$ cat src/drpd_pkg.sv
// Shared types and constants for the delta run pixel decoder.
package drpd_pkg;

    localparam int CHANNELS    = 4;
    localparam int COLOR_WIDTH = 16;
    localparam int DELTA_WIDTH = 7;
    localparam int DELTA_LSB   = 4;
    localparam int RUN_WIDTH   = 4;
    localparam int QUEUE_DEPTH = 2;
    localparam int PTR_WIDTH   = 1;
    localparam int QCNT_WIDTH  = 2;

    // Chunk position within a cell; the third chunk always closes the cell.
    localparam logic [1:0] POS_FIRST = 2'd0;
    localparam logic [1:0] POS_SECOND = 2'd1;
    localparam logic [1:0] POS_LAST = 2'd2;

    typedef logic [COLOR_WIDTH-1:0] color_t;
    typedef logic [CHANNELS-1:0][COLOR_WIDTH-1:0] rgba_t;
    typedef logic [RUN_WIDTH-1:0] run_t;

    // One run handed from the front end to the pixel emitter.
    typedef struct packed {
        rgba_t color;
        run_t  emit;
        logic  image_done;
    } job_t;

    // Queue head as seen by the emitter.
    typedef struct packed {
        logic valid;
        job_t job;
    } head_t;

endpackage

$ cat src/drpd_chunk_if.sv
// Chunk word channel: valid/ready handshake with a 32-bit payload.
interface drpd_chunk_if;
    logic        valid;
    logic        ready;
    logic [31:0] chunk_word;

    modport source (output valid, output chunk_word, input ready);
    modport sink (input valid, input chunk_word, output ready);
endinterface

$ cat src/drpd_pixel_if.sv
// Pixel channel: valid/ready handshake with the decoded RGBA pixel and flags.
interface drpd_pixel_if;
    logic        valid;
    logic        ready;
    logic [15:0] red_value;
    logic [15:0] green_value;
    logic [15:0] blue_value;
    logic [15:0] opacity_value;
    logic        run_last;
    logic        image_end;

    modport source (output valid, output red_value, output green_value, output blue_value,
                    output opacity_value, output run_last, output image_end, input ready);
    modport sink (input valid, input red_value, input green_value, input blue_value,
                  input opacity_value, input run_last, input image_end, output ready);
endinterface

$ cat src/drpd_front.sv
// Front end: collects chunk deltas, updates the color and clips runs to the image.
module drpd_front #(
    parameter int CELL_COUNT_WIDTH = 40
) (
    input  logic                        clk,
    input  logic                        rst_n,
    drpd_chunk_if.sink                  chunk,
    input  logic                        cfg_we,
    input  logic [CELL_COUNT_WIDTH-1:0] cfg_wdata,
    input  logic                        full,
    output logic                        push,
    output drpd_pkg::job_t              job
);

    localparam int W = CELL_COUNT_WIDTH;

    drpd_pkg::rgba_t color_reg;
    drpd_pkg::rgba_t delta_sum_reg;
    logic [1:0]      pos_reg;
    logic [W-1:0]    emitted_reg;
    logic [W-1:0]    total_reg;

    drpd_pkg::rgba_t sum_next;
    drpd_pkg::rgba_t color_next;
    drpd_pkg::run_t  count;
    drpd_pkg::run_t  emit;
    logic [W-1:0]    remaining;
    logic [W-1:0]    emitted_next;
    logic            accept;
    logic            hold;
    logic            done;

    always_comb
    begin
        logic [drpd_pkg::DELTA_WIDTH-1:0] d;
        drpd_pkg::color_t                 dext;
        drpd_pkg::color_t                 shifted;
        for (int i = 0; i < drpd_pkg::CHANNELS; i++)
        begin
            d = chunk.chunk_word[drpd_pkg::DELTA_LSB + drpd_pkg::DELTA_WIDTH*i +:
                                 drpd_pkg::DELTA_WIDTH];
            dext = {{(drpd_pkg::COLOR_WIDTH-drpd_pkg::DELTA_WIDTH){d[drpd_pkg::DELTA_WIDTH-1]}},
                    d};
            case (pos_reg)
                drpd_pkg::POS_FIRST:  shifted = dext;
                drpd_pkg::POS_SECOND: shifted = {dext[8:0], 7'b0};
                default:              shifted = {dext[1:0], 14'b0};
            endcase
            sum_next[i]   = delta_sum_reg[i] + shifted;
            color_next[i] = color_reg[i] + sum_next[i];
        end
    end

    assign count      = chunk.chunk_word[drpd_pkg::RUN_WIDTH-1:0];
    assign remaining  = (total_reg > emitted_reg) ? (total_reg - emitted_reg) : '0;
    assign emit       = ({{(W-drpd_pkg::RUN_WIDTH){1'b0}}, count} > remaining)
                        ? remaining[drpd_pkg::RUN_WIDTH-1:0] : count;
    assign emitted_next = emitted_reg + {{(W-drpd_pkg::RUN_WIDTH){1'b0}}, emit};
    assign done       = (emit != '0) && (emitted_next == total_reg);
    assign hold       = (count == '0) && (pos_reg != drpd_pkg::POS_LAST);

    assign chunk.ready = !full;
    assign accept      = chunk.valid && !full;
    assign push        = accept && !hold && (emit != '0);

    assign job.color      = color_next;
    assign job.emit       = emit;
    assign job.image_done = done;

    always_ff @(posedge clk or negedge rst_n)
    begin
        if (!rst_n)
        begin
            color_reg     <= '0;
            delta_sum_reg <= '0;
            pos_reg       <= drpd_pkg::POS_FIRST;
            emitted_reg   <= '0;
            total_reg     <= '0;
        end
        else
        begin
            if (cfg_we)
            begin
                total_reg <= cfg_wdata;
            end
            if (accept)
            begin
                if (hold)
                begin
                    delta_sum_reg <= sum_next;
                    pos_reg       <= pos_reg + 2'd1;
                end
                else
                begin
                    delta_sum_reg <= '0;
                    pos_reg       <= drpd_pkg::POS_FIRST;
                    if (done)
                    begin
                        // image complete: start the next one from black
                        color_reg   <= '0;
                        emitted_reg <= '0;
                    end
                    else
                    begin
                        color_reg   <= color_next;
                        emitted_reg <= emitted_next;
                    end
                end
            end
        end
    end

endmodule

$ cat src/drpd_queue.sv
// Short run queue between the front end and the pixel emitter.
module drpd_queue (
    input  logic           clk,
    input  logic           rst_n,
    input  logic           push,
    input  drpd_pkg::job_t push_job,
    input  logic           pop,
    output logic           full,
    output drpd_pkg::head_t head
);

    drpd_pkg::job_t                     mem [drpd_pkg::QUEUE_DEPTH];
    logic [drpd_pkg::PTR_WIDTH-1:0]     wr_ptr_reg;
    logic [drpd_pkg::PTR_WIDTH-1:0]     rd_ptr_reg;
    logic [drpd_pkg::QCNT_WIDTH-1:0]    count_reg;
    logic                               do_pop;

    assign full       = (count_reg == drpd_pkg::QCNT_WIDTH'(drpd_pkg::QUEUE_DEPTH));
    assign head.valid = (count_reg != '0);
    assign head.job   = mem[rd_ptr_reg];
    assign do_pop     = pop && head.valid;

    always_ff @(posedge clk)
    begin
        if (push)
        begin
            mem[wr_ptr_reg] <= push_job;
        end
    end

    always_ff @(posedge clk or negedge rst_n)
    begin
        if (!rst_n)
        begin
            wr_ptr_reg <= '0;
            rd_ptr_reg <= '0;
            count_reg  <= '0;
        end
        else
        begin
            if (push)
            begin
                wr_ptr_reg <= wr_ptr_reg + 1'b1;
            end
            if (do_pop)
            begin
                rd_ptr_reg <= rd_ptr_reg + 1'b1;
            end
            if (push && !do_pop)
            begin
                count_reg <= count_reg + 1'b1;
            end
            else if (do_pop && !push)
            begin
                count_reg <= count_reg - 1'b1;
            end
        end
    end

endmodule

$ cat src/drpd_back.sv
// Pixel emitter: repeats the head run's color into the output register.
module drpd_back (
    input  logic            clk,
    input  logic            rst_n,
    input  drpd_pkg::head_t head,
    output logic            pop,
    drpd_pixel_if.source    pixel
);

    drpd_pkg::run_t  idx_reg;
    logic            valid_reg;
    drpd_pkg::rgba_t color_reg;
    logic            last_reg;
    logic            end_reg;

    drpd_pkg::run_t  idx_inc;
    logic            advance;
    logic            last;

    assign advance = !valid_reg || pixel.ready;
    assign idx_inc = idx_reg + 1'b1;
    assign last    = (idx_inc == head.job.emit);
    assign pop     = advance && head.valid && last;

    assign pixel.valid         = valid_reg;
    assign pixel.red_value     = color_reg[0];
    assign pixel.green_value   = color_reg[1];
    assign pixel.blue_value    = color_reg[2];
    assign pixel.opacity_value = color_reg[3];
    assign pixel.run_last      = last_reg;
    assign pixel.image_end     = end_reg;

    always_ff @(posedge clk)
    begin
        if (advance && head.valid)
        begin
            color_reg <= head.job.color;
            last_reg  <= last;
            end_reg   <= last && head.job.image_done;
        end
    end

    always_ff @(posedge clk or negedge rst_n)
    begin
        if (!rst_n)
        begin
            valid_reg <= 1'b0;
            idx_reg   <= '0;
        end
        else if (advance)
        begin
            valid_reg <= head.valid;
            if (head.valid)
            begin
                idx_reg <= last ? '0 : idx_inc;
            end
        end
    end

endmodule

$ cat src/delta_run_pixel_decoder.sv
// Delta run pixel decoder: chunk words in, 16-bit RGBA pixels out.
// First pixel of a run: written into the run queue, then into the output register,
//   where it waits while the receiver is not ready.
// Throughput: one chunk per cycle while runs are a single pixel and the queue is not
//   full; a run of n pixels leaves one pixel per cycle while the receiver is ready.
// Reset (rst_n, async, active low) clears color, deltas, pixel count, cell total
//   and the run queue; no clearing pass.
module delta_run_pixel_decoder #(
    parameter int CELL_COUNT_WIDTH = 40
) (
    input  logic                        clk,
    input  logic                        rst_n,
    drpd_chunk_if.sink                  chunk,
    drpd_pixel_if.source                pixel,
    input  logic                        cfg_we,
    input  logic [CELL_COUNT_WIDTH-1:0] cfg_wdata
);

    // Front end to queue: one job per cell that emits at least one pixel.
    logic            push;
    logic            full;
    logic            pop;
    drpd_pkg::job_t  job;
    drpd_pkg::head_t head;

    // Front end: sum the deltas of up to three chunks at weights 1, 128 and
    // 16384, apply them to the kept color, clip the run to the pixels still
    // missing in the image, and reset color and count at the image end.
    drpd_front #(
        .CELL_COUNT_WIDTH (CELL_COUNT_WIDTH)
    ) u_front (
        .clk       (clk),
        .rst_n     (rst_n),
        .chunk     (chunk),
        .cfg_we    (cfg_we),
        .cfg_wdata (cfg_wdata),
        .full      (full),
        .push      (push),
        .job       (job)
    );

    // Queue: decouple chunk intake from pixel emission so a stalled output
    // does not stop continuation chunks until the queue fills.
    drpd_queue u_queue (
        .clk      (clk),
        .rst_n    (rst_n),
        .push     (push),
        .push_job (job),
        .pop      (pop),
        .full     (full),
        .head     (head)
    );

    // Back end: emit the head color once per pixel, mark the last pixel of
    // the run, and flag the image end on it when the run completed the image.
    drpd_back u_back (
        .clk   (clk),
        .rst_n (rst_n),
        .head  (head),
        .pop   (pop),
        .pixel (pixel)
    );

    // Never push a run into a full queue.
    assert property (@(posedge clk) disable iff (!rst_n) !(push && full))
        else $error("run pushed into full queue");

    // Image end only ever falls on the last pixel of a run.
    assert property (@(posedge clk) disable iff (!rst_n)
        (pixel.valid && pixel.image_end) |-> pixel.run_last)
        else $error("image end off run boundary");

    // Every queued run has at least one pixel.
    assert property (@(posedge clk) disable iff (!rst_n)
        push |-> (job.emit != '0))
        else $error("empty run queued");

endmodule

$ cat src/flat_wrapper.sv
// flat-port wrapper written by rule: the top's interface ports become plain ports
module delta_run_pixel_decoder_flat 
#(
    parameter int CELL_COUNT_WIDTH = 40
)
  (clk, rst_n, cfg_we, cfg_wdata, chunk_valid, chunk_chunk_word, chunk_ready, pixel_valid, pixel_red_value, pixel_green_value, pixel_blue_value, pixel_opacity_value, pixel_run_last, pixel_image_end, pixel_ready);
  drpd_chunk_if chunk_i ();
  drpd_pixel_if pixel_i ();
  input  logic clk;
  input  logic rst_n;
  input  logic cfg_we;
  input  logic [CELL_COUNT_WIDTH-1:0] cfg_wdata;
  input wire logic [$bits(chunk_i.valid)-1:0] chunk_valid;
  input wire logic [$bits(chunk_i.chunk_word)-1:0] chunk_chunk_word;
  output wire logic [$bits(chunk_i.ready)-1:0] chunk_ready;
  output wire logic [$bits(pixel_i.valid)-1:0] pixel_valid;
  output wire logic [$bits(pixel_i.red_value)-1:0] pixel_red_value;
  output wire logic [$bits(pixel_i.green_value)-1:0] pixel_green_value;
  output wire logic [$bits(pixel_i.blue_value)-1:0] pixel_blue_value;
  output wire logic [$bits(pixel_i.opacity_value)-1:0] pixel_opacity_value;
  output wire logic [$bits(pixel_i.run_last)-1:0] pixel_run_last;
  output wire logic [$bits(pixel_i.image_end)-1:0] pixel_image_end;
  input wire logic [$bits(pixel_i.ready)-1:0] pixel_ready;
  assign chunk_i.valid = chunk_valid;
  assign chunk_i.chunk_word = chunk_chunk_word;
  assign chunk_ready = chunk_i.ready;
  assign pixel_valid = pixel_i.valid;
  assign pixel_red_value = pixel_i.red_value;
  assign pixel_green_value = pixel_i.green_value;
  assign pixel_blue_value = pixel_i.blue_value;
  assign pixel_opacity_value = pixel_i.opacity_value;
  assign pixel_run_last = pixel_i.run_last;
  assign pixel_image_end = pixel_i.image_end;
  assign pixel_i.ready = pixel_ready;
  delta_run_pixel_decoder #(.CELL_COUNT_WIDTH(CELL_COUNT_WIDTH)) u_core (.clk(clk), .rst_n(rst_n), .chunk(chunk_i), .pixel(pixel_i), .cfg_we(cfg_we), .cfg_wdata(cfg_wdata));
endmodule
$ cat config.mk
export PLATFORM = sky130hd
export DESIGN_NAME = delta_run_pixel_decoder_flat
export DESIGN_NICKNAME = d
export VERILOG_FILES = /design/src/drpd_pkg.sv /design/src/drpd_chunk_if.sv /design/src/drpd_pixel_if.sv /design/src/drpd_front.sv /design/src/drpd_queue.sv /design/src/drpd_back.sv /design/src/delta_run_pixel_decoder.sv /design/src/flat_wrapper.sv
export SDC_FILE = /design/constraint.sdc
export NUM_CORES = 1
export LEC_CHECK = 0
export ABC_AREA = 1
export BUFFER_PORTS_ARGS = -buffer_cell sky130_fd_sc_hd__buf_2
export CAP_MARGIN = 15
export CORE_MARGIN = 2
export CORE_UTILIZATION = 55
export DETAILED_ROUTE_END_ITERATION = 6
export PLACE_DENSITY = 0.8
export SYNTH_ARGS = -nofsm -noshare
export SYNTH_HDL_FRONTEND = slang
export SYNTH_SLANG_ARGS = --single-unit
$ cat constraint.sdc
create_clock -name clk -period 9.6 [get_ports clk]
set_clock_uncertainty 0.05 [all_clocks]
set_input_delay 1.92 -clock clk [delete_from_list [all_inputs] [get_ports clk]]
set_output_delay 1.92 -clock clk [all_outputs]
set_load 0.05 [all_outputs]
==> results, run 1 <==
- The flow ran to the end, and the final reports show no timing, DRC or antenna violations.
- The cell type group with the largest total delay on the critical path is simple AND/OR/NAND/NOR gates.
- The H-tree depth is 2.
- Of the total power, the clock network draws about a fifth.
- Counting flops and latches in the post-synthesis netlist gives 423.
- The async set or reset register ratio after synthesis is 51.8%.
- The number of cells in the design after placement is 4103.
- The achievable clock frequency is 124 MHz.
- Summing all placed instances gives a cell area of 28300 um^2.
- Summed over all nets, the switching power comes to 0.00399 W.
- The initial antenna violation count is 0.
- The worst register-to-register path has a setup slack of 1.54 ns.
- After detailed routing, the number of remaining DRC violations is 0.
- Setup slack closes at 1.54 ns.
- Hold repair after CTS inserted 0 buffers.
- The fraction of the core area covered by cells at the end of the flow is 61.3%.
- The worst-path cell with the longest stage delay is sky130_fd_sc_hd__buf_4.
- The slew at the pin with the worst max-slew slack is roughly 1.1 ns.
- The critical path buffer and inverter count is 5.
- The analysis attributes to cell leakage a power of around 15 nW.
- The worst setup path is captured at a register.
- The initial standard-cell utilization of the core is about 55%.
- Buffers placed on the I/O ports in this run total around 140.
- The count of synthesis-stage warnings from yosys is 0.
- The post-synthesis net count is about 3700.
- Setup repair after global routing left no endpoint under its margin.
- The height of the chip is 226 um.
- The most numerous cell type found on the critical path is sky130_fd_sc_hd__nand2_1.
- The synthesized area is 27000 um^2.
- The type of the setup path with the least slack is reg2reg.
- The routed layout has 22100 vias.
- The relative contribution of sequential cells to total power is 34.1%.
- The timing endpoint of the critical path is u_core.u_front.color_reg[47]$_DFFE_PN0P_.
- The number of nets in the final layout is 3789.
- The post-route minimum period is 8.06 ns.
- The number of enable flip-flop cells after synthesis is 204.
- The clock reaches the later pin of the worst-skew pair after 0.61 ns.
- The unique cell type count in the Yosys netlist is 53.
- Yosys attributes the largest share of cell area to sky130_fd_sc_hd__edfxtp_1 (23%), sky130_fd_sc_hd__dfrtp_1 (20%), sky130_fd_sc_hd__nand2_1 (16%), sky130_fd_sc_hd__ha_1 (8.0%), sky130_fd_sc_hd__inv_1 (6.3%).
- The startpoint of the worst setup timing path is u_core.u_front.total_reg[0]$_DFFE_PN0P_.
- The average detailed-routed wire length per instance is 15.5 um.
- Once the clock tree was built, the setup fixing pass inserted 0 buffers.
- The synthesis-to-finish area growth is 10.5%.
- IR analysis of the VDD net gives a maximum drop of 0.184 mV.
- In this run the critical register-to-register path is captured at u_core.u_front.color_reg[47]$_DFFE_PN0P_.
- Once layout is done, the placed cells without fillers occupy 29800 um^2.
- Clock-pin slew was measured on the worst setup and hold paths at approximately 0.070 ns.
- TritonCTS built the clock tree.
- Measured along the x axis, the die boundary spans ~230 um.
- The sequential area share after synthesis is 43.0%.
- The post-synthesis cell count is 3396.
- The max-slew violation count is 0.
- The post-route netlist has 10.5% of its cells at a drive strength greater than 1.
- The number of violations of the max-capacitance limit is 0.
- Data on the critical path arrives at its endpoint at 8.54 ns.
- The primary flip-flop cell chosen by synthesis mapping is sky130_fd_sc_hd__dfrtp_1.
- The setup TNS is 0 ns.
- Dividing the detail-routed via count by the number of cells gives 5.27.
- The area inside the core boundary is between 40000 and 50000 um^2.
- After layout, the worst path uses 84.0% of the clock period.
- The number of antenna repair diodes is 0.
- The number of top-level pins is about 150.
- The worst slack at placement is 1.65 ns.
- The flip-flop count of the largest register, all copies and words added is 138.
- Once detailed placement completed, the half-perimeter wirelength came to between 40 and 50 mm.
- The final cell count without fillers is between 4000 and 5000.
- After the first detailed-routing iteration, the DRC count stood at 1740.
- The most frequently used cell type in the post-synthesis netlist is sky130_fd_sc_hd__nand2_1.
- Entering global routing, the biggest net connects 103 pins.
- The class of the worst hold path is reg2reg.
- By count the netlist is led by sky130_fd_sc_hd__nand2_1 (1136), sky130_fd_sc_hd__inv_1 (455), sky130_fd_sc_hd__nor2_1 (238).
- The total power per unit cell area is between 300 and 400 nW/um^2.
- The final layout contains routed wiring with a total length of around 65 mm.
- Combinational logic is responsible for 46.0% of the overall power.
- The worst setup path is launched from a register.
- The clock passes through at most 3 buffers.
- The switching power share of the total is roughly 43%.
- For the worst setup path, the data required time is 10.07 ns.
- For this run, the total global-route usage over all layers was measured as between 20% and 30%.
- The global-route wire length before repair is between 100 and 150 mm.
- The worst stage delay on the critical path is 0.60 ns.
- The number of cells on the worst reg-to-reg path is 53.
- The number of gates given a new drive strength after cts is 0.
- The setup-violating endpoint count in the final report is 0.
- The share of synthesized area in the top cell type comes to 22.7%.
- The detail route stage leaves a number of antenna-violating nets equal to 0.
- The master cell of the clock root buffer is sky130_fd_sc_hd__clkbuf_16.
- The first detailed-routing pass ran for 6 iterations.
- The area of the die is 50900 um^2.
- The final weighted congestion in routability-driven placement is 0.976.
- The via count of the first global-routing pass is 20900.
- The sink count of the clock tree is 423.
- The number of placement rows is 81.
- The worst slew slack as a fraction of its limit is 29.1%.
- The internal power component is 0.00525 W.
- sky130_fd_sc_hd__edfxtp_1 takes more of the synthesized area than any other cell.
- The synthesized area divided by synthesized cell count is 7.95 um^2.
- The total clock buffers created by CTS is 46.
- After global routing the overflow that remains totals 0.
- The critical path runs through a total of 53 cells.
- The final-report hold violation count is 0.
- The top fanout value on the critical path is between 40 and 50.
- The reg-to-reg critical path startpoint is u_core.u_front.total_reg[0]$_DFFE_PN0P_.
- The number of filler cells placed in the layout is roughly 4200.
-- cell usage in the layout, fill, tap and decap left out, types with 3 or more instances in the layout --
master	n
sky130_fd_sc_hd__xor2_1	152
sky130_fd_sc_hd__a22o_1	28
sky130_fd_sc_hd__nand2_2	56
sky130_fd_sc_hd__nand3b_1	7
sky130_fd_sc_hd__o21ai_0	132
sky130_fd_sc_hd__edfxtp_1	204
sky130_fd_sc_hd__clkbuf_16	46
sky130_fd_sc_hd__nor3_2	6
sky130_fd_sc_hd__mux2_2	16
sky130_fd_sc_hd__a31oi_1	7
sky130_fd_sc_hd__a21o_1	4
sky130_fd_sc_hd__nor3_1	27
sky130_fd_sc_hd__o22ai_1	3
sky130_fd_sc_hd__inv_2	15
sky130_fd_sc_hd__clkbuf_1	3
sky130_fd_sc_hd__nand3_1	123
sky130_fd_sc_hd__inv_1	452
sky130_fd_sc_hd__and2_1	4
sky130_fd_sc_hd__a21oi_1	149
sky130_fd_sc_hd__ha_1	173
sky130_fd_sc_hd__nand2_1	1134
sky130_fd_sc_hd__bufinv_16	6
sky130_fd_sc_hd__nor4_1	13
sky130_fd_sc_hd__a21boi_0	3
sky130_fd_sc_hd__clkbuf_8	3
sky130_fd_sc_hd__nor2_1	236
sky130_fd_sc_hd__nand3_2	7
sky130_fd_sc_hd__o31ai_1	3
sky130_fd_sc_hd__buf_4	15
sky130_fd_sc_hd__buf_2	143
sky130_fd_sc_hd__nor2_2	18
sky130_fd_sc_hd__nand4_1	27
sky130_fd_sc_hd__xnor2_1	37
sky130_fd_sc_hd__clkinv_1	5
sky130_fd_sc_hd__clkinv_2	13
sky130_fd_sc_hd__dfrtp_1	218
sky130_fd_sc_hd__or2_2	8
sky130_fd_sc_hd__fa_1	10
sky130_fd_sc_hd__o21bai_1	26
-- cells by family (layout without fill, tap and decap cells) --
kind of cell / count (synthesis) / in the layout / synth area share (%)
buffers and inverters: 541 / 711 / 7.87
AOI/OAI and AO/OA: 364 / 364 / 7.63
and+or+nand+nor: 1678 / 1678 / 25.8
adders and majority gates: 183 / 183 / 8.76
muxes: 17 / 17 / 0.705
xor gates and xnor gates: 190 / 190 / 6.22
DFF: 423 / 423 / 43.0
-- tightest hold or removal path, cell delays in order (launching register included) --
cell                      delay (ns)
sky130_fd_sc_hd__dfrtp_1        0.34
sky130_fd_sc_hd__nand2_1        0.05
sky130_fd_sc_hd__nand2_1        0.05
-- how the worst min path moves through the flow --
stage	start	end	slack [ns]	cells past startpoint
2_1_floorplan	u_core.u_queue.wr_ptr_reg$_DFFE_PN0P_	u_core.u_queue.wr_ptr_reg$_DFFE_PN0P_	0.39	2
3_3_place_gp	u_core.u_queue.wr_ptr_reg$_DFFE_PN0P_	u_core.u_queue.wr_ptr_reg$_DFFE_PN0P_	0.41	2
3_5_place_dp	u_core.u_queue.wr_ptr_reg$_DFFE_PN0P_	u_core.u_queue.wr_ptr_reg$_DFFE_PN0P_	0.42	2
4_1_cts	u_core.u_queue.wr_ptr_reg$_DFFE_PN0P_	u_core.u_queue.wr_ptr_reg$_DFFE_PN0P_	0.43	2
5_1_grt	u_core.u_front.color_reg[7]$_DFFE_PN0P_	u_core.u_front.color_reg[7]$_DFFE_PN0P_	0.45	2
6_report	u_core.u_queue.wr_ptr_reg$_DFFE_PN0P_	u_core.u_queue.wr_ptr_reg$_DFFE_PN0P_	0.42	2
-- stage by stage --
| stage | total power, W | hold WS, ns |
|---|---|---|
| final | 0.00924 | 0.423 |
| after global routing | 0.00993 | 0.451 |
| after CTS | 0.00927 | 0.430 |
| after detailed placement | 0.00739 | 0.415 |
| after global placement | 0.00727 | 0.408 |
| after floorplan | 0.00638 | 0.392 |
-- routing by layer --
layer	part of all wire, %	up-vias	track usage [%]
met3	6.9	103	4.77
met4	2.6	0	7.58
met2	45	600	42.2
met5	0	-	0
met1	45	10200	35.7
li1	-	11100	-
-- power by group through the flow --
stage                     logic (W)  registers [W]  clock network [W]
final                       0.00426        0.00315            0.00184
after CTS                   0.00425        0.00315            0.00187
after detailed placement    0.00422        0.00317                  0
after global placement      0.00411        0.00316                  0
after floorplan             0.00272        0.00366                  0
after global routing        0.00477        0.00321            0.00194
-- cell type report --
type | count | area [um^2] | share of cell area [%]
well taps | 622 | 778 | 2.61
flip-flops and latches | 423 | 11600 | 38.9
clock inverters | 33 | 373 | 1.25
multi-input cells | 2432 | 13300 | 44.5
clock buffers | 52 | 1200 | 4.03
repair buffers | 159 | 843 | 2.83
inverters | 467 | 1750 | 5.87
No activity file was read; power rests on OpenSTA's default activity.
==> run 2, diff against run 1 <==
clock period = 8.3 ns   (was 9.6 ns; I/O delays follow)
==> results, run 2 (synthesis results as in run 1) <==
- The first global-routing pass estimated 106 mm of wire.
- The final-report hold violation count is 0.
- Counting the fill cells in the layout gives 4132.
- The number of nets in the final layout is between 3000 and 4000.
- The vias per cell is 5.32.
- The endpoint identified for the worst register-to-register timing path is u_core.u_front.color_reg[10]$_DFFE_PN0P_.
- The library cell used most frequently in the layout, excluding fill and tap cells, is sky130_fd_sc_hd__nand2_1.
- Headroom to the max-slew limit came out at 29.5%.
- The class of the worst hold path is reg2reg.
- After detailed routing, the average wire length per cell comes to ~16 um.
- The number of cells on the critical path is 52.
- The final weighted congestion in routability-driven placement is approximately 1.
- Leaving out fill and tap cells, the most frequent cells in the layout are sky130_fd_sc_hd__nand2_1 (1132), sky130_fd_sc_hd__inv_1 (451), sky130_fd_sc_hd__nor2_1 (232).
- Before antenna repair, the detailed router went through 6 iterations.
- Setup violations remaining at the end of the flow were counted as 0.
- The area of the die is 50900 um^2.
- The initial antenna violation count is 0.
- The area occupied by registers is 11600 um^2.
- The setup TNS is 0 ns.
- The number of placement rows is 81.
- The number of buffers added to fix hold violations after cts is 0.
- The maximum clock insertion buffer count is 3.
- The post-route minimum period is 7.38 ns.
- The required time at the worst-slack endpoint is 8.72 ns.
- Based on the critical path, the design can be clocked at up to 135 MHz.
- The half-perimeter wire length after detailed placement is roughly 47 mm.
- The area used by multi-input combinational logic is approximately 13000 um^2.
- The H-tree depth is 2.
- Data on the critical path arrives at its endpoint at 7.80 ns.
- The run finished with clean final reports.
- In this run the worst setup path begins at u_core.u_front.emitted_reg[0]$_DFFE_PN0P_.
- The largest net degree at the start of global routing is roughly 110.
- The total clock buffers created by CTS is 45.
- The share of layout cells above drive strength 1 is 11.0%.
- For the pin with the worst max-slew slack, the measured transition is 1.06 ns.
- The slowest stage of the critical path belongs to the cell sky130_fd_sc_hd__dfrtp_1.
- Port buffering added 144 buffers.
- The total power per unit cell area is 357 nW/um^2.
- In this design, the largest share of critical-path delay is due to simple AND/OR/NAND/NOR gates.
- The repair_antennas step left the layout with diodes totalling 0.
- The fraction of the core area covered by cells at the end of the flow is 61.8%.
- In this run the remaining antenna-violating nets after routing total 0.
- The height of the chip is 226 um.
- The sink count of the clock tree is 423.
- The clock latency on the worst-skew pair is approximately 0.6 ns.
- The design area is 30000 um^2.
- Setup repair after global routing left no endpoint under its margin.
- Summing internal, switching and leakage power gives 0.0107 W.
- The register-to-register path setup slack is 0.92 ns.
- The via count of the first global-routing pass is 21200.
- The type of element capturing the critical path is a register.
- The total wire length after detailed routing is 66.4 mm.
- The number of cells on the worst reg-to-reg path is 52.
- The max-slew violation count is 0.
- The number of design-rule violations left by the first detailed-router iteration is 1717.
- STA classifies the critical path startpoint as a register.
- The total overflow left after global routing is 0.
- The area growth from synthesis to layout is 11.3%.
- The most frequent cell on the critical path is sky130_fd_sc_hd__nand2_1.
- Global routing used between 20% and 30% of the available tracks across all layers.
- The number of violations of the max-capacitance limit is 0.
- Measured along the x axis, the die boundary spans about 230 um.
- Dividing the final minimum period by the clock period gives 89.0%.
- Pin placement for this block handled roughly 150 I/O pins.
- The area of placed instances is 28300 um^2.
- The flip-flop count of the largest register, all copies and words added is 138.
- The top fanout value on the critical path is 25.
- The total number of vias is around 22000.
- The initial standard-cell utilization of the core is 55.5%.
- The total DRC errors in the routed layout is 0.
- The most critical setup path has its endpoint at u_core.u_front.color_reg[10]$_DFFE_PN0P_.
- The type of the setup path with the least slack is reg2reg.
- The master cell of the clock root buffer is sky130_fd_sc_hd__clkbuf_16.
- The worst slack at placement is 0.604 ns.
- Counting both buffers and inverters, the worst setup path holds a total of 4.
- In this run the standard cell core region covers roughly 49000 um^2.
- Clock-pin slew was measured on the worst setup and hold paths at 0.06 ns.
- For this run, the slowest stage of the critical path takes ~0.40 ns.
- In this run the critical register-to-register path is launched from u_core.u_front.emitted_reg[0]$_DFFE_PN0P_.
- TritonCTS built the clock tree.
- The worst voltage drop across the vdd grid is 0.213 mV.
- In this run the static leakage power is 15.2 nW.
- The smallest setup slack after layout is 0.917 ns.
==> run 2: how the worst min path moves through the flow <==
stage / from / end / slack [ns] / cells after the start
floorplan: u_core.u_queue.wr_ptr_reg$_DFFE_PN0P_ / u_core.u_queue.wr_ptr_reg$_DFFE_PN0P_ / 0.39 / 2
global placement: u_core.u_queue.wr_ptr_reg$_DFFE_PN0P_ / u_core.u_queue.wr_ptr_reg$_DFFE_PN0P_ / 0.41 / 2
detailed placement: u_core.u_queue.wr_ptr_reg$_DFFE_PN0P_ / u_core.u_queue.wr_ptr_reg$_DFFE_PN0P_ / 0.41 / 2
CTS: u_core.u_queue.wr_ptr_reg$_DFFE_PN0P_ / u_core.u_queue.wr_ptr_reg$_DFFE_PN0P_ / 0.42 / 2
global route: u_core.u_queue.wr_ptr_reg$_DFFE_PN0P_ / u_core.u_queue.wr_ptr_reg$_DFFE_PN0P_ / 0.44 / 2
finish: u_core.u_queue.wr_ptr_reg$_DFFE_PN0P_ / u_core.u_queue.wr_ptr_reg$_DFFE_PN0P_ / 0.42 / 2
==> run 2: final cells by class <==
type	count	share of cell area (%)
clock inverter	26	1.18
clock buffer	56	3.95
inverter	467	5.83
multi-input combinational	2433	44.6
sequential	423	38.6
timing repair buffer	167	3.26
tap	622	2.59
==> run 2: tightest hold or removal path, cell delays in order (launching register included) <==
cell and delay (ns):
sky130_fd_sc_hd__dfrtp_1 0.34, sky130_fd_sc_hd__nand2_1 0.05, sky130_fd_sc_hd__nand2_1 0.05
==> run 2: layer usage <==
metal | GRT usage (%) | up-vias | routed length [um]
li1 | - | 11100 | -
met3 | 4.15 | 116 | 4440
met1 | 35.1 | 10400 | 29800
met4 | 7.22 | 0 | 1600
met5 | 0 | - | 0
met2 | 43.1 | 695 | 30500
==> run 2: stage by stage <==
stage          cells  hold WS (ns)
4_1_cts         4187         0.425
6_report        4194         0.425
3_5_place_dp    4105         0.412
3_3_place_gp    4105         0.406
5_1_grt         4194         0.443
2_1_floorplan   3396         0.392
==> run 2: timing repair <==
action | in CTS | in global routing
setup buffers | 0 | 2
endpoints found under the setup margin | 0 | 106
resized for setup | 0 | 24
==> run 2: where the power goes <==
group	total, W	internal, W	switching [W]
Combinational	0.00496	0.00150	0.00346
Sequential	0.00364	0.00334	0.000305
Clock	0.00211	0.00122	0.000889
==> run 3, diff against run 2 <==
BUFFER_PORTS_ARGS = -buffer_cell sky130_fd_sc_hd__buf_4   (was -buffer_cell sky130_fd_sc_hd__buf_2)
==> results, run 3 (synthesis results as in run 1) <==
- The flow ran to the end, but the final reports show violations.
- The final reports fail on design-rule violations.
- The tree is rooted in a sky130_fd_sc_hd__clkbuf_16.
- The number of antenna repair diodes is 0.
- The total track usage is 26.5%.
- For the worst-skew pair, the clock arrives at the later sink with an insertion delay of 0.60 ns.
- The count of port buffers added during placement is 144.
- The via count of the first global-routing pass is 21500.
- The first global-routing pass estimated 108 mm of wire.
- The worst stage delay on the critical path is 0.40 ns.
- The total number of vias is 22300.
- The initial antenna violation count is 0.
- TritonCTS built the clock tree.
- Timing would allow up to around 130 MHz.
- Counting the buffers created by CTS gives between 40 and 50.
- Subtracting the final worst setup slack from the clock period gives between 7 and 8 ns.
- The share of layout cells above drive strength 1 is 10.4%.
- The final cycle utilization of the critical path is 91.5%.
- The area of the die is around 50000 um^2.
- The register clock-pin slew on the reported worst setup and hold paths is ~0.060 ns.
- Pin placement for this block handled about 150 I/O pins.
- STA classifies the critical path endpoint as a register.
- The top fanout value on the critical path is 48.
- The horizontal die dimension is 226 um.
- The area of placed instances is 28700 um^2.
- The H-tree was split into 2 levels.
- The max-slew violation count is 0.
- Setup violations remaining at the end of the flow were counted as 0.
- The total DRC errors in the routed layout is 2.
- STA puts the critical path data arrival time at 8.02 ns.
- The worst hold path belongs to the class reg2reg.
- Across the VDD grid, the largest voltage drop is 0.302 mV.
- The layout has 4175 filler cells.
- The number of design-rule violations left by the first detailed-router iteration is 2046.
- The final-report hold violation count was 0.
- Measured against its own limit, the worst slew margin works out to 30.8%.
- The die is 226 um tall.
- In the final routed layout, each cell accounts on average for 15.7 um.
- Power spread over the standard cell area amounts to 357 nW/um^2.
- The initial standard-cell utilization of the core is a little under three fifths.
- The half-perimeter wire length after detailed placement is 47.6 mm.
- The worst setup path is launched from a register.
- Leaving out fill and tap cells, the most frequent cell in the layout is sky130_fd_sc_hd__nand2_1.
- The final weighted congestion in routability-driven placement is 0.978.
- The largest net degree at the start of global routing is 140.
- For this run the aggregate overflow at the end of global routing stands at 0.
- The hold slack is 0.436 ns.
- For the pin with the worst max-slew slack, the measured transition is 1.04 ns.
- In this run the remaining antenna-violating nets after routing total 0.
- The register with the most flip-flops in the layout has 138 of them.
- The required time at the worst-slack endpoint is 8.73 ns.
- The worst setup path is of the reg2reg kind.
- The worst-path cell with the longest stage delay is sky130_fd_sc_hd__dfrtp_1.
- Once layout is done, the placed cells without fillers occupy 30200 um^2.
- The sink count of the clock tree is 423.
- From synthesis to final layout, the design area changed by 11.8%.
- In the layout the commonest cells are sky130_fd_sc_hd__nand2_1 (1133), sky130_fd_sc_hd__inv_1 (452), sky130_fd_sc_hd__nor2_1 (233).
- The maximum clock insertion buffer count is 3.
- The final layout contains 3788 nets.
- The area inside the core boundary is a little under 50000 um^2.
- In this run, post-CTS hold repair placed 0 buffers.
- Across the run, the number of max-cap violations was 0.
- The leakage power is 15.2 nW.
- Wires add up to 65.9 mm.
- The vias per cell is 5.32.
- Before antenna repair, the detailed router went through 7 iterations.
- The cell that appears most often on the critical path is sky130_fd_sc_hd__nand2_1.
- The number of placement rows is between 80 and 90.
run 3: metrics by stage:
| step | TNS, ns | worst slack (ns) | std cells | total power, W | utilization (%) |
|---|---|---|---|---|---|
| floorplan | 0 | 0.989 | 3396 | 0.00737 | - |
| global placement | 0 | 0.776 | 4102 | 0.00854 | 58.9 |
| detailed placement | 0 | 0.540 | 4102 | 0.00868 | 58.9 |
| CTS | 0 | 0.522 | 4184 | 0.0108 | 62.0 |
| global route | -0.0429 | -0.0237 | 4185 | 0.0116 | 62.0 |
| finish | 0 | 0.708 | 4185 | 0.0108 | 62.0 |
run 3: metal layers:
metal	vias up	routed length, um	GRT usage, %
met2	681	30000	43.1
met3	142	4310	3.49
met1	10300	29400	36.6
li1	11100	-	-
met5	-	0	0
met4	0	2140	9.31
run 3: power by group:
group	total [W]	internal [W]	switching, W
combinational	0.00507	0.00161	0.00346
clock	0.00206	0.00118	0.000870
sequential	0.00365	0.00334	0.000308
run 3: final timing paths:
check	from	to	slack (ns)	depth (start not counted)
worst min-delay path	u_core.u_front.color_reg[2]$_DFFE_PN0P_	u_core.u_front.color_reg[2]$_DFFE_PN0P_	0.44	2
max in group asynchronous	rst_n	u_core.u_front.total_reg[30]$_DFFE_PN0P_	5.90	2
worst max-delay path	u_core.u_front.emitted_reg[0]$_DFFE_PN0P_	u_core.u_front.color_reg[47]$_DFFE_PN0P_	0.71	52
worst max register to register	u_core.u_front.emitted_reg[0]$_DFFE_PN0P_	u_core.u_front.color_reg[47]$_DFFE_PN0P_	0.71	52
min in group asynchronous	rst_n	u_core.u_front.delta_sum_reg[20]$_DFFE_PN0P_	0.99	1
worst min register to register	u_core.u_front.color_reg[2]$_DFFE_PN0P_	u_core.u_front.color_reg[2]$_DFFE_PN0P_	0.44	2
run 3: repair_timing:
action                                  4_1_cts  5_1_grt
resized for setup                             0        8
setup buffers                                 0        1
endpoints found under the setup margin        0      106
run 3: critical path: cells and delay by family, from the launching register on:
kind,cells,cell delay (ns)
flip-flops,1,0.40
XOR/XNOR,2,0.43
adder cells (fa/ha/maj),5,1.31
AO/OA/AOI/OAI,4,0.58
AND/OR/NAND/NOR,37,4.09
buffers and inverters,4,0.57
run 3: layout make-up:
| class | count | area, um^2 | share of cell area (%) |
|---|---|---|---|
| clock buffer | 59 | 1240 | 4.10 |
| sequential | 423 | 11600 | 38.5 |
| tap | 622 | 778 | 2.58 |
| clock inverter | 23 | 254 | 0.841 |
| timing repair buffer | 159 | 1240 | 4.12 |
| multi-input combinational | 2432 | 13300 | 44.1 |
| inverter | 467 | 1750 | 5.81 |
